--- src/rtl/ffpea_pkg.sv ---
package ffpea_pkg;

    typedef struct packed {
        logic [1:0]  action;
        logic [31:0] region_start;
        logic [31:0] region_length;
        logic [19:0] page_index;
        logic [20:0] page_count;
    } req_t;

    typedef struct packed {
        logic [1:0]  status;
        logic [19:0] alloc_index;
    } rsp_t;

    localparam logic [1:0] ACT_LOAD  = 2'd0;
    localparam logic [1:0] ACT_ALLOC = 2'd1;
    localparam logic [1:0] ACT_FREE  = 2'd2;
    localparam logic [1:0] ACT_NONE  = 2'd3;

    localparam logic [1:0] ST_OK     = 2'd0;
    localparam logic [1:0] ST_NOFIT  = 2'd1;
    localparam logic [1:0] ST_FULL   = 2'd2;

    typedef enum logic [2:0] {
        S_IDLE,
        S_WALK_RD,
        S_WALK_CHK,
        S_LOAD2,
        S_RESP
    } state_t;

endpackage

--- src/rtl/first_fit_page_extent_allocator_top.sv ---
// Load and free write one extent and then respond; a split load writes a second
// extent first. Allocate walks the list, visiting at most MAX_EXTENTS extents.
// Allocation walk does one memory read and one check per extent.
// Throughput: one request at a time; the next is taken once the response leaves.
// Reset: asynchronous, clears list head/tail and slot-in-use bits; extent memory
// is undefined until written.
module first_fit_page_extent_allocator_top #(
    parameter int MAX_EXTENTS  = 32,
    parameter int PAGE_BYTES   = 4096,
    parameter int HEADER_BYTES = 12
) (
    input  logic              clk,
    input  logic              rst_n,
    input  logic              in_valid,
    output logic              in_ready,
    input  ffpea_pkg::req_t   in_data,
    output logic              out_valid,
    input  logic              out_ready,
    output ffpea_pkg::rsp_t   out_data
);

    localparam int AW = $clog2(MAX_EXTENTS + 1);
    localparam int SW = $clog2(MAX_EXTENTS);
    localparam int PS = $clog2(PAGE_BYTES);
    localparam logic [AW-1:0] NIL = AW'(MAX_EXTENTS);

    logic [31:0]   mem_start [MAX_EXTENTS];
    logic [31:0]   mem_len   [MAX_EXTENTS];
    logic [AW-1:0] mem_next  [MAX_EXTENTS];

    logic [MAX_EXTENTS-1:0] used_reg, used_next;
    logic [AW-1:0] head_reg, head_next, tail_reg, tail_next;
    logic [AW-1:0] cur_reg, cur_next, prev_reg, prev_next;
    ffpea_pkg::state_t state_reg, state_next;
    ffpea_pkg::req_t req_reg;
    ffpea_pkg::rsp_t rsp_reg, rsp_next;
    logic [31:0] load2_start_reg, load2_start_next, load2_len_reg, load2_len_next;

    logic [31:0]   rd_start_reg, rd_len_reg;
    logic [AW-1:0] rd_next_reg;
    logic          rd_en;
    logic [SW-1:0] rd_addr;

    logic          wr_en, wr_lnk_en, wr_data_en;
    logic [SW-1:0] wr_addr, lnk_addr;
    logic [31:0]   wr_start, wr_len;
    logic [AW-1:0] wr_next, lnk_val;

    always_ff @(posedge clk)
    begin
        if (wr_en)
        begin
            mem_start[wr_addr] <= wr_start;
            mem_len[wr_addr]   <= wr_len;
        end
        if (wr_lnk_en)
            mem_next[lnk_addr] <= lnk_val;
        else if (wr_data_en)
            mem_next[wr_addr] <= wr_next;
        if (rd_en)
        begin
            rd_start_reg <= mem_start[rd_addr];
            rd_len_reg   <= mem_len[rd_addr];
            rd_next_reg  <= mem_next[rd_addr];
        end
    end

    // free slot search (priority encoders over slot-in-use bits)
    logic [SW-1:0] fs1, fs2;
    logic          has1, has2;
    always_comb
    begin
        fs1 = '0; fs2 = '0; has1 = 1'b0; has2 = 1'b0;
        for (int i = MAX_EXTENTS - 1; i >= 0; i--)
        begin
            if (!used_reg[i])
            begin
                fs1 = SW'(i);
                has1 = 1'b1;
            end
        end
        for (int i = MAX_EXTENTS - 1; i >= 0; i--)
        begin
            if (!used_reg[i] && SW'(i) != fs1)
            begin
                fs2 = SW'(i);
                has2 = 1'b1;
            end
        end
    end

    logic [32:0] l_end, l_align;
    logic        l_split;
    logic [33:0] need, need_hdr;
    logic [52:0] free_len_w;
    logic [31:0] free_len;
    always_comb
    begin
        l_end   = {1'b0, in_data.region_start} + {1'b0, in_data.region_length};
        l_align = ({1'b0, in_data.region_start} + 33'(PAGE_BYTES - 1)) >> PS << PS;
        l_split = (in_data.region_start[PS-1:0] != '0) && !l_align[32] && (l_align < l_end);
        free_len_w = 53'(in_data.page_count) << PS;
        free_len = (free_len_w > 53'hFFFF_FFFF) ? 32'hFFFF_FFFF : free_len_w[31:0];
        need     = 34'({req_reg.page_count, {PS{1'b0}}});
        need_hdr = need + 34'(HEADER_BYTES);
    end

    logic [31:0] sh_start;
    assign sh_start = rd_start_reg + need[31:0];

    // the tail's link is taken as end of list
    logic [AW-1:0] walk_next;
    assign walk_next = (cur_reg == tail_reg || rd_next_reg > NIL) ? NIL : rd_next_reg;

    always_comb
    begin
        state_next = state_reg;
        used_next = used_reg;
        head_next = head_reg;
        tail_next = tail_reg;
        cur_next = cur_reg;
        prev_next = prev_reg;
        rsp_next = rsp_reg;
        load2_start_next = load2_start_reg;
        load2_len_next = load2_len_reg;
        rd_en = 1'b0;
        rd_addr = cur_reg[SW-1:0];
        wr_en = 1'b0; wr_data_en = 1'b0; wr_lnk_en = 1'b0;
        wr_addr = fs1; lnk_addr = tail_reg[SW-1:0];
        wr_start = in_data.region_start; wr_len = in_data.region_length;
        wr_next = NIL; lnk_val = NIL;
        case (state_reg)
            ffpea_pkg::S_IDLE:
            begin
                if (in_valid)
                begin
                    rsp_next = '{status: ffpea_pkg::ST_OK, alloc_index: '0};
                    state_next = ffpea_pkg::S_RESP;
                    case (in_data.action)
                        ffpea_pkg::ACT_LOAD:
                        begin
                            if (!has1 || (l_split && !has2))
                                rsp_next.status = ffpea_pkg::ST_FULL;
                            else
                            begin
                                wr_en = 1'b1;
                                if (l_split)
                                    wr_len = l_align[31:0] - in_data.region_start;
                                used_next[fs1] = 1'b1;
                                if (tail_reg != NIL && head_reg != NIL)
                                begin
                                    wr_lnk_en = 1'b1;
                                    lnk_val = AW'(fs1);
                                end
                                else
                                    head_next = AW'(fs1);
                                tail_next = AW'(fs1);
                                if (l_split)
                                begin
                                    load2_start_next = l_align[31:0];
                                    load2_len_next = l_end[31:0] - l_align[31:0];
                                    state_next = ffpea_pkg::S_LOAD2;
                                end
                            end
                        end
                        ffpea_pkg::ACT_ALLOC:
                        begin
                            cur_next = head_reg;
                            prev_next = NIL;
                            if (head_reg == NIL)
                                rsp_next.status = ffpea_pkg::ST_NOFIT;
                            else
                                state_next = ffpea_pkg::S_WALK_RD;
                        end
                        ffpea_pkg::ACT_FREE:
                        begin
                            if (!has1)
                                rsp_next.status = ffpea_pkg::ST_FULL;
                            else
                            begin
                                wr_en = 1'b1; wr_data_en = 1'b1;
                                wr_start = 32'({in_data.page_index, {PS{1'b0}}});
                                wr_len = free_len;
                                wr_next = head_reg;
                                used_next[fs1] = 1'b1;
                                head_next = AW'(fs1);
                                if (tail_reg == NIL)
                                    tail_next = AW'(fs1);
                            end
                        end
                        default: ;
                    endcase
                end
            end
            ffpea_pkg::S_LOAD2:
            begin
                wr_en = 1'b1;
                wr_start = load2_start_reg; wr_len = load2_len_reg;
                used_next[fs1] = 1'b1;
                wr_lnk_en = 1'b1;
                lnk_val = AW'(fs1);
                tail_next = AW'(fs1);
                state_next = ffpea_pkg::S_RESP;
            end
            ffpea_pkg::S_WALK_RD:
            begin
                rd_en = 1'b1;
                state_next = ffpea_pkg::S_WALK_CHK;
            end
            ffpea_pkg::S_WALK_CHK:
            begin
                if ({2'b0, rd_len_reg} >= need)
                begin
                    rsp_next.alloc_index = 20'(rd_start_reg >> PS);
                    state_next = ffpea_pkg::S_RESP;
                    wr_addr = cur_reg[SW-1:0];
                    if ({2'b0, rd_len_reg} >= need_hdr)
                    begin
                        wr_en = 1'b1;
                        wr_start = sh_start;
                        wr_len = rd_len_reg - need[31:0];
                    end
                    else
                    begin
                        if (prev_reg != NIL)
                        begin
                            wr_lnk_en = 1'b1;
                            lnk_addr = prev_reg[SW-1:0];
                            lnk_val = walk_next;
                        end
                        else
                            head_next = walk_next;
                        if (tail_reg == cur_reg)
                            tail_next = prev_reg;
                        used_next[cur_reg[SW-1:0]] = 1'b0;
                    end
                end
                else if (walk_next >= NIL)
                begin
                    rsp_next.status = ffpea_pkg::ST_NOFIT;
                    state_next = ffpea_pkg::S_RESP;
                end
                else
                begin
                    prev_next = cur_reg;
                    cur_next = walk_next;
                    state_next = ffpea_pkg::S_WALK_RD;
                end
            end
            ffpea_pkg::S_RESP:
            begin
                if (out_ready)
                    state_next = ffpea_pkg::S_IDLE;
            end
            default: state_next = ffpea_pkg::S_IDLE;
        endcase
    end

    always_comb
    begin
        in_ready  = (state_reg == ffpea_pkg::S_IDLE);
        out_valid = (state_reg == ffpea_pkg::S_RESP);
        out_data  = rsp_reg;
    end

    always_ff @(posedge clk or negedge rst_n)
    begin
        if (!rst_n)
        begin
            state_reg <= ffpea_pkg::S_IDLE;
            used_reg  <= '0;
            head_reg  <= NIL;
            tail_reg  <= NIL;
        end
        else
        begin
            state_reg <= state_next;
            used_reg  <= used_next;
            head_reg  <= head_next;
            tail_reg  <= tail_next;
        end
    end

    always_ff @(posedge clk)
    begin
        if (in_valid && in_ready)
            req_reg <= in_data;
        cur_reg <= cur_next;
        prev_reg <= prev_next;
        rsp_reg <= rsp_next;
        load2_start_reg <= load2_start_next;
        load2_len_reg <= load2_len_next;
    end

endmodule

--- config.mk ---
export PLATFORM = sky130hd
export DESIGN_NAME = first_fit_page_extent_allocator_top
export DESIGN_NICKNAME = d
export VERILOG_FILES = /design/src/rtl/ffpea_pkg.sv /design/src/rtl/first_fit_page_extent_allocator_top.sv
export SDC_FILE = /design/constraint.sdc
export NUM_CORES = 2
export LEC_CHECK = 0
export BUFFER_PORTS_ARGS = -buffer_cell sky130_fd_sc_hd__buf_4
export CAP_MARGIN = 20
export CORE_ASPECT_RATIO = 1.75
export CORE_MARGIN = 1.5
export CORE_UTILIZATION = 28
export DETAILED_ROUTE_END_ITERATION = 8
export PLACE_DENSITY = 0.49
export SYNTH_ARGS = -nofsm -noshare
export SYNTH_HDL_FRONTEND = slang
export SYNTH_SLANG_ARGS = --single-unit
--- constraint.sdc ---
create_clock -name clk -period 19.95 [get_ports clk]
set_input_delay 1.995 -clock clk [delete_from_list [all_inputs] [get_ports clk]]
set_output_delay 1.995 -clock clk [all_outputs]
set_load 0.01 [all_outputs]
-- After elaboration in Yosys (flattened, before gate mapping)
Memories as Yosys holds them, arrays and structs flattened. A register that Yosys moved wholly into a read port is not among the register bits.
Cells that the tools add are included.
Widths: inputs -> output; s select.
- word-level logic and storage cells: 401
- RAM bits: 2240
- flip-flop bits (word level): 154
- memories: 3
- ROM bits: 0
- latch bits: 0
- bitwise gates (word level): 4
- multipliers: 0
- $add $sub $neg: 7
- reduce and logical (&&, ||, !) cells: 91
- magnitude comparators: 10
- equal/unequal tests: 59
- divide/modulo/power cells: 0
- muxes and demuxes: 216
- shift operators: 0
- memories (memory ; depth ; width ; read ports ; clocked after memory_dff ; wr ports ; RTL line ; RTL):
    mem_len ; 32 ; 32 ; 1 ; 1 ; 1 ; first_fit_page_extent_allocator_top.sv:28 ; logic [31:0] mem_len [MAX_EXTENTS];
    mem_start ; 32 ; 32 ; 1 ; 1 ; 1 ; first_fit_page_extent_allocator_top.sv:27 ; logic [31:0] mem_start [MAX_EXTENTS];
    mem_next ; 32 ; 6 ; 1 ; 1 ; 1 ; first_fit_page_extent_allocator_top.sv:29 ; logic [AW-1:0] mem_next [MAX_EXTENTS];
- operators by type and width (cell ; count):
    $mux 32 ; 17
    $pmux 32 s3 ; 3
    $mux 6 ; 35
    $mux 5 ; 39
    $pmux 32 s2 ; 2
    $sub 32x32->32 ; 3
    $mux 1 ; 91
    $ne 5x5->1 const A ; 16
    $pmux 6 s2 ; 5
    $pmux 22 s2 ; 1
    $ne 4x5->1 const A ; 8
    $logic_and 1x1->1 ; 39
    $pmux 6 s3 ; 2
    $logic_not 1->1 ; 35
    $add 33x4->34 const B ; 1
    $ge 32x34->1 ; 1
    $add 32x12->33 const B ; 1
    $add 32x32->33 ; 1
    $ge 32x33->1 ; 1
    $gt 33x32->1 const B ; 1
    $lt 33x33->1 ; 1
    $add 32x32->32 ; 1
    $and 32x32->32 ; 1
    $not 32->32 ; 1
    45 further kinds ; 81

-- Logic depth before layout (Yosys ltp)
- depth after elaboration: 77
- depth in mapped cells: 32
- depth with buffers taken out: 30

-- Worst setup path after synthesis
OpenSTA, ideal clock, no wires.
- path type: input -> register
- start: in in_data[41] (netlist name)
- end: mem mem_len[28][0] (enable)
- data required time: 19.424 ns
- stages on the path: 31
- path buffers: 1
- arrival time: 10.937 ns
- path slack: 8.488 ns
- path through: ha_1 inv_1 fa_1 and2b_1 o211ai_2 a211oi_1 o21a_1 o211ai_1 a21oi_1 o41ai_1 o211ai_1 a31oi_1 nor2b_1 o21ai_0 nand2b_1 xor2_1 ha_1 nand4_1 nor2_1 nand4_1 a2111oi_0 o21ai_0 o31ai_4 nor3_2 nand4_2 o21ai_2 buf_6 o311ai_1 and2_1 nand2_1 nor3_1
- longest elaborated chain between the ends: 11
- ends and longest elaborated chain (what ; RTL line ; RTL):
    start: declaration ; first_fit_page_extent_allocator_top.sv:16 ; input ffpea_pkg::req_t in_data,
    $add 32x32->33 ; first_fit_page_extent_allocator_top.sv:99 ; l_end = {1'b0, in_data.region_start} + {1'b0, in_data.region_length};
    $lt 33x33->1 ; first_fit_page_extent_allocator_top.sv:101 ; l_split = (in_data.region_start[PS-1:0] != '0) && !l_align[32] && (l_align < l_end);
    $logic_and 1x1->1 ; first_fit_page_extent_allocator_top.sv:101 ;
    $logic_and 1x1->1 ; first_fit_page_extent_allocator_top.sv:142 ; if (!has1 || (l_split && !has2))
    $logic_or 1x1->1 ; first_fit_page_extent_allocator_top.sv:142 ;
    $mux 1 ; first_fit_page_extent_allocator_top.sv:142 ;
    $pmux 1 s2 ; first_fit_page_extent_allocator_top.sv:139 ; case (in_data.action)
    $mux 1 ; first_fit_page_extent_allocator_top.sv:135 ; if (in_valid)
    $pmux 1 s3 ; first_fit_page_extent_allocator_top.sv:132 ; case (state_reg)
    $mux 1 ; first_fit_page_extent_allocator_top.sv:51 ; if (wr_en)
    $mux 1 (implied by the code) ; first_fit_page_extent_allocator_top.sv:54 ; mem_len[wr_addr] <= wr_len;
    end: declaration ; first_fit_page_extent_allocator_top.sv:28 ;
Every way passes these cells.

-- Worst setup path after layout
- start: in in_data[41] (netlist name)
- end: mem mem_len[29][23] (enable)
Same word-level chain as after synthesis.

==> results.cfg <==
[outcome]
status = completed

[timing]
worst_pin_slew_ps = 1212
hold_violations = 0
slew_violations = 0
period_share_pct = 58.82
grt_setup_unrepaired = no
finalCriticalPeriod_ps = 11730
setup_viol = 0
relSlewSlack_pct = 19.03
fmax_mhz = 85.22
finClkSkew_ps = 75.82
fin_setup_tns_ps = 0

[layout]
layout_commonest_cell = edfxtp_1
area_growth_syn_to_layout_pct = 14.92
fin_nets = 5382
largest_reg_flops = 1024
mostFrequentLayoutCells = 2021 x edfxtp_1, 464 x mux4_2, 286 x buf_4, 247 x a22oi_1, 198 x nor2_1
reg_top3 = mem_len: 1024 flops, mem_start: 640 flops, mem_next: 192 flops
drive_above_1_share_pct = 22.31
top_register = mem_len
final_util_pct = 32.28

[routing]
dr.pass1.iters = 6
route.detailed.drc = 0
vias_per_cell = 5.192
routed_wl_mm = 278.3
drt_iter0_drc = 4384
ant_nets = 0
vias = 48620
wl_per_cell_um = 29.72

[clocking]
cts.sinks = 2068
cts_tree = done
clockBufferDepth = 4
cts_made_buffers = 180
post_cts_buffers = 0
cts_root_buffer = clkbuf_16
htreeDepth = 4
clkTransAtPathRegs_ps = 80
cts_hold_buf = 0
clk_latency_ps = 880
cts-resized-gates = 0

[power_and_ir_drop]
cellLeakagePower_uw = 0.03203
vdd_ir_drop_max_v = 0.00008229
powerDensity_nw_per_um2 = 137.5

[setup_path]
r2r_slack_ps = 12700
rr_endpoint = mem_len[29][23]
cp-end-kind = register
crit_buf_inv = 3
crit_fanout = 42
cpPeakStageDelay_ps = 880
startpoint_type = primary input
cp.arrival_ps = 12180
crit_required_ps = 20390
timing.reg2reg.worst_path_depth = 18
critPathKind = primary input to register
critical_path.top_delay_family = compound AO/OA/AOI/OAI gates
r2r-start = need[13]
worst_path_max_delay_cell = o311ai_1

[worst_hold_path]
hold_end = tail_reg[5]
min-delay-start = prev_reg[5]
holdCritPathClass = register to register
hold_depth = 1

[synth]
synth.top_cell.area_share_pct = 69.57
yosysTopAreaCell = edfxtp_1
netlist_instances = 4888
ys_warn_count = 0
synthDistinctLibCells = 105
syn_area_sq_um = 87240
synth-seq-cells = 2068
synth-main-ff-cell = edfxtp_1
syn-num-nets = 5134
async_reset_ff_share_pct = 2.273
synth.area.top_cells = edfxtp_1 70%, mux4_2 12%, a22oi_1 2.1%
synth_edf_count = 2021
syn_avg_cell_area_sq_um = 17.85
synth_seq_area_share_pct = 70.92

[floorplanning]
dieWidth_um = 424.9
die_area_sq_um = 315100
rows = 271
coreArea_sq_um = 310600
start_util_pct = 28.09
fp.dieH_um = 741.4
io_pins = 135

[grt]
grt_pass1_vias = 50310
antenna_found_initial = 11
grt_overflow = 0
grt_max_degree = 96
grt_use_total_pct = 17.38
grt_pass1_wl_mm = 391.9

[flow_run]
cap_violations = 0

[placed_design]
dp_hpwl_mm = 186.9
numPortBuffers = 134
gp_congestion = 0.9582
==> final cells by class <==
cell class,count,area [sq um]
clock inverter,94,843.3
timing repair buffer,307,2625
antenna,7,17.52
multi-input combinational,2439,24560
inverter,140,525.5
sequential,2068,61870
fill,30010,210300
tap,4095,5124
clock buffer,215,4700
==> kinds of logic after synthesis <==
family	Yosys count	synth area share, %
compound gates	870	7.002
simple gates	801	4.653
fa+ha+maj	135	1.971
flops	2068	70.92
mux	511	12.55
buf+inv	381	1.688
xor+xnor	122	1.225
==> report_power, final <==
part | leakage, uW | switching [uW] | internal, uW | total (uW)
clock | 0.00271 | 1590 | 1870 | 3460
sequential | 0.0189 | 167 | 6090 | 6250
combinational | 0.0105 | 2950 | 1120 | 4070
total | 0.0320 | 4710 | 9080 | 13800
==> how the worst max path moves through the flow <==
stage                   endpoint  slack, ps  depth (start not counted)         from
2_1_floorplan     mem_len[28][0]       8490                         31  in_data[41]
3_3_place_gp   mem_start[30][25]       7450                         32  in_data[41]
3_5_place_dp   mem_start[30][21]       7510                         32  in_data[41]
4_1_cts          mem_len[29][23]       8360                         32  in_data[41]
5_1_grt          mem_len[30][17]       7770                         32  in_data[41]
6_report         mem_len[29][23]       8220                         32  in_data[41]
==> stage by stage <==
| step | total power (uW) | setup WS, ps | area (sq um) | hold slack [ps] | std cells |
|---|---|---|---|---|---|
| 3_5_place_dp | 10390 | 7509 | 94450 | 567.7 | 9039 |
| 5_1_grt | 14270 | 7772 | 100200 | 579.0 | 9360 |
| 3_3_place_gp | 10280 | 7447 | 94320 | 566.7 | 9033 |
| 4_1_cts | 13860 | 8361 | 99990 | 570.6 | 9348 |
| 2_1_floorplan | 8395 | 8488 | 87240 | 485.3 | 4888 |
| 6_report | 13790 | 8215 | 100300 | 573.4 | 9365 |
==> metal layers <==
| layer | global-route usage [%] | wire [um] |
|---|---|---|
| met1 | 20.26 | 104800 |
| met2 | 31.41 | 146000 |
| met3 | 1.858 | 11630 |
| met4 | 8.706 | 15810 |
| met5 | 0 | 36 |
==> cell usage after synthesis, types with 15 or more instances <==
| cell | number |
|---|---|
| edfxtp_1 | 2021 |
| mux4_2 | 464 |
| a22oi_1 | 248 |
| nor2_1 | 220 |
| a21oi_1 | 166 |
| nand2_1 | 164 |
| clkbuf_1 | 149 |
| inv_1 | 139 |
| ha_1 | 131 |
| o21ai_0 | 99 |
| nand4_1 | 80 |
| nor3_1 | 80 |
| xnor2_1 | 79 |
| buf_1 | 77 |
| nand3_1 | 49 |
| and3_1 | 48 |
| a31oi_1 | 47 |
| a21o_1 | 45 |
| dfrtp_1 | 45 |
| xor2_1 | 43 |
| mux2i_1 | 28 |
| o22ai_1 | 27 |
| nor2b_1 | 22 |
| o21a_1 | 22 |
| a211oi_1 | 20 |
| or3_1 | 20 |
| a221oi_1 | 19 |
| nor4_1 | 17 |
| mux2_2 | 16 |
| nand2b_1 | 15 |
| or2_2 | 15 |
Note: power is estimated with default switching activity, not from simulation.
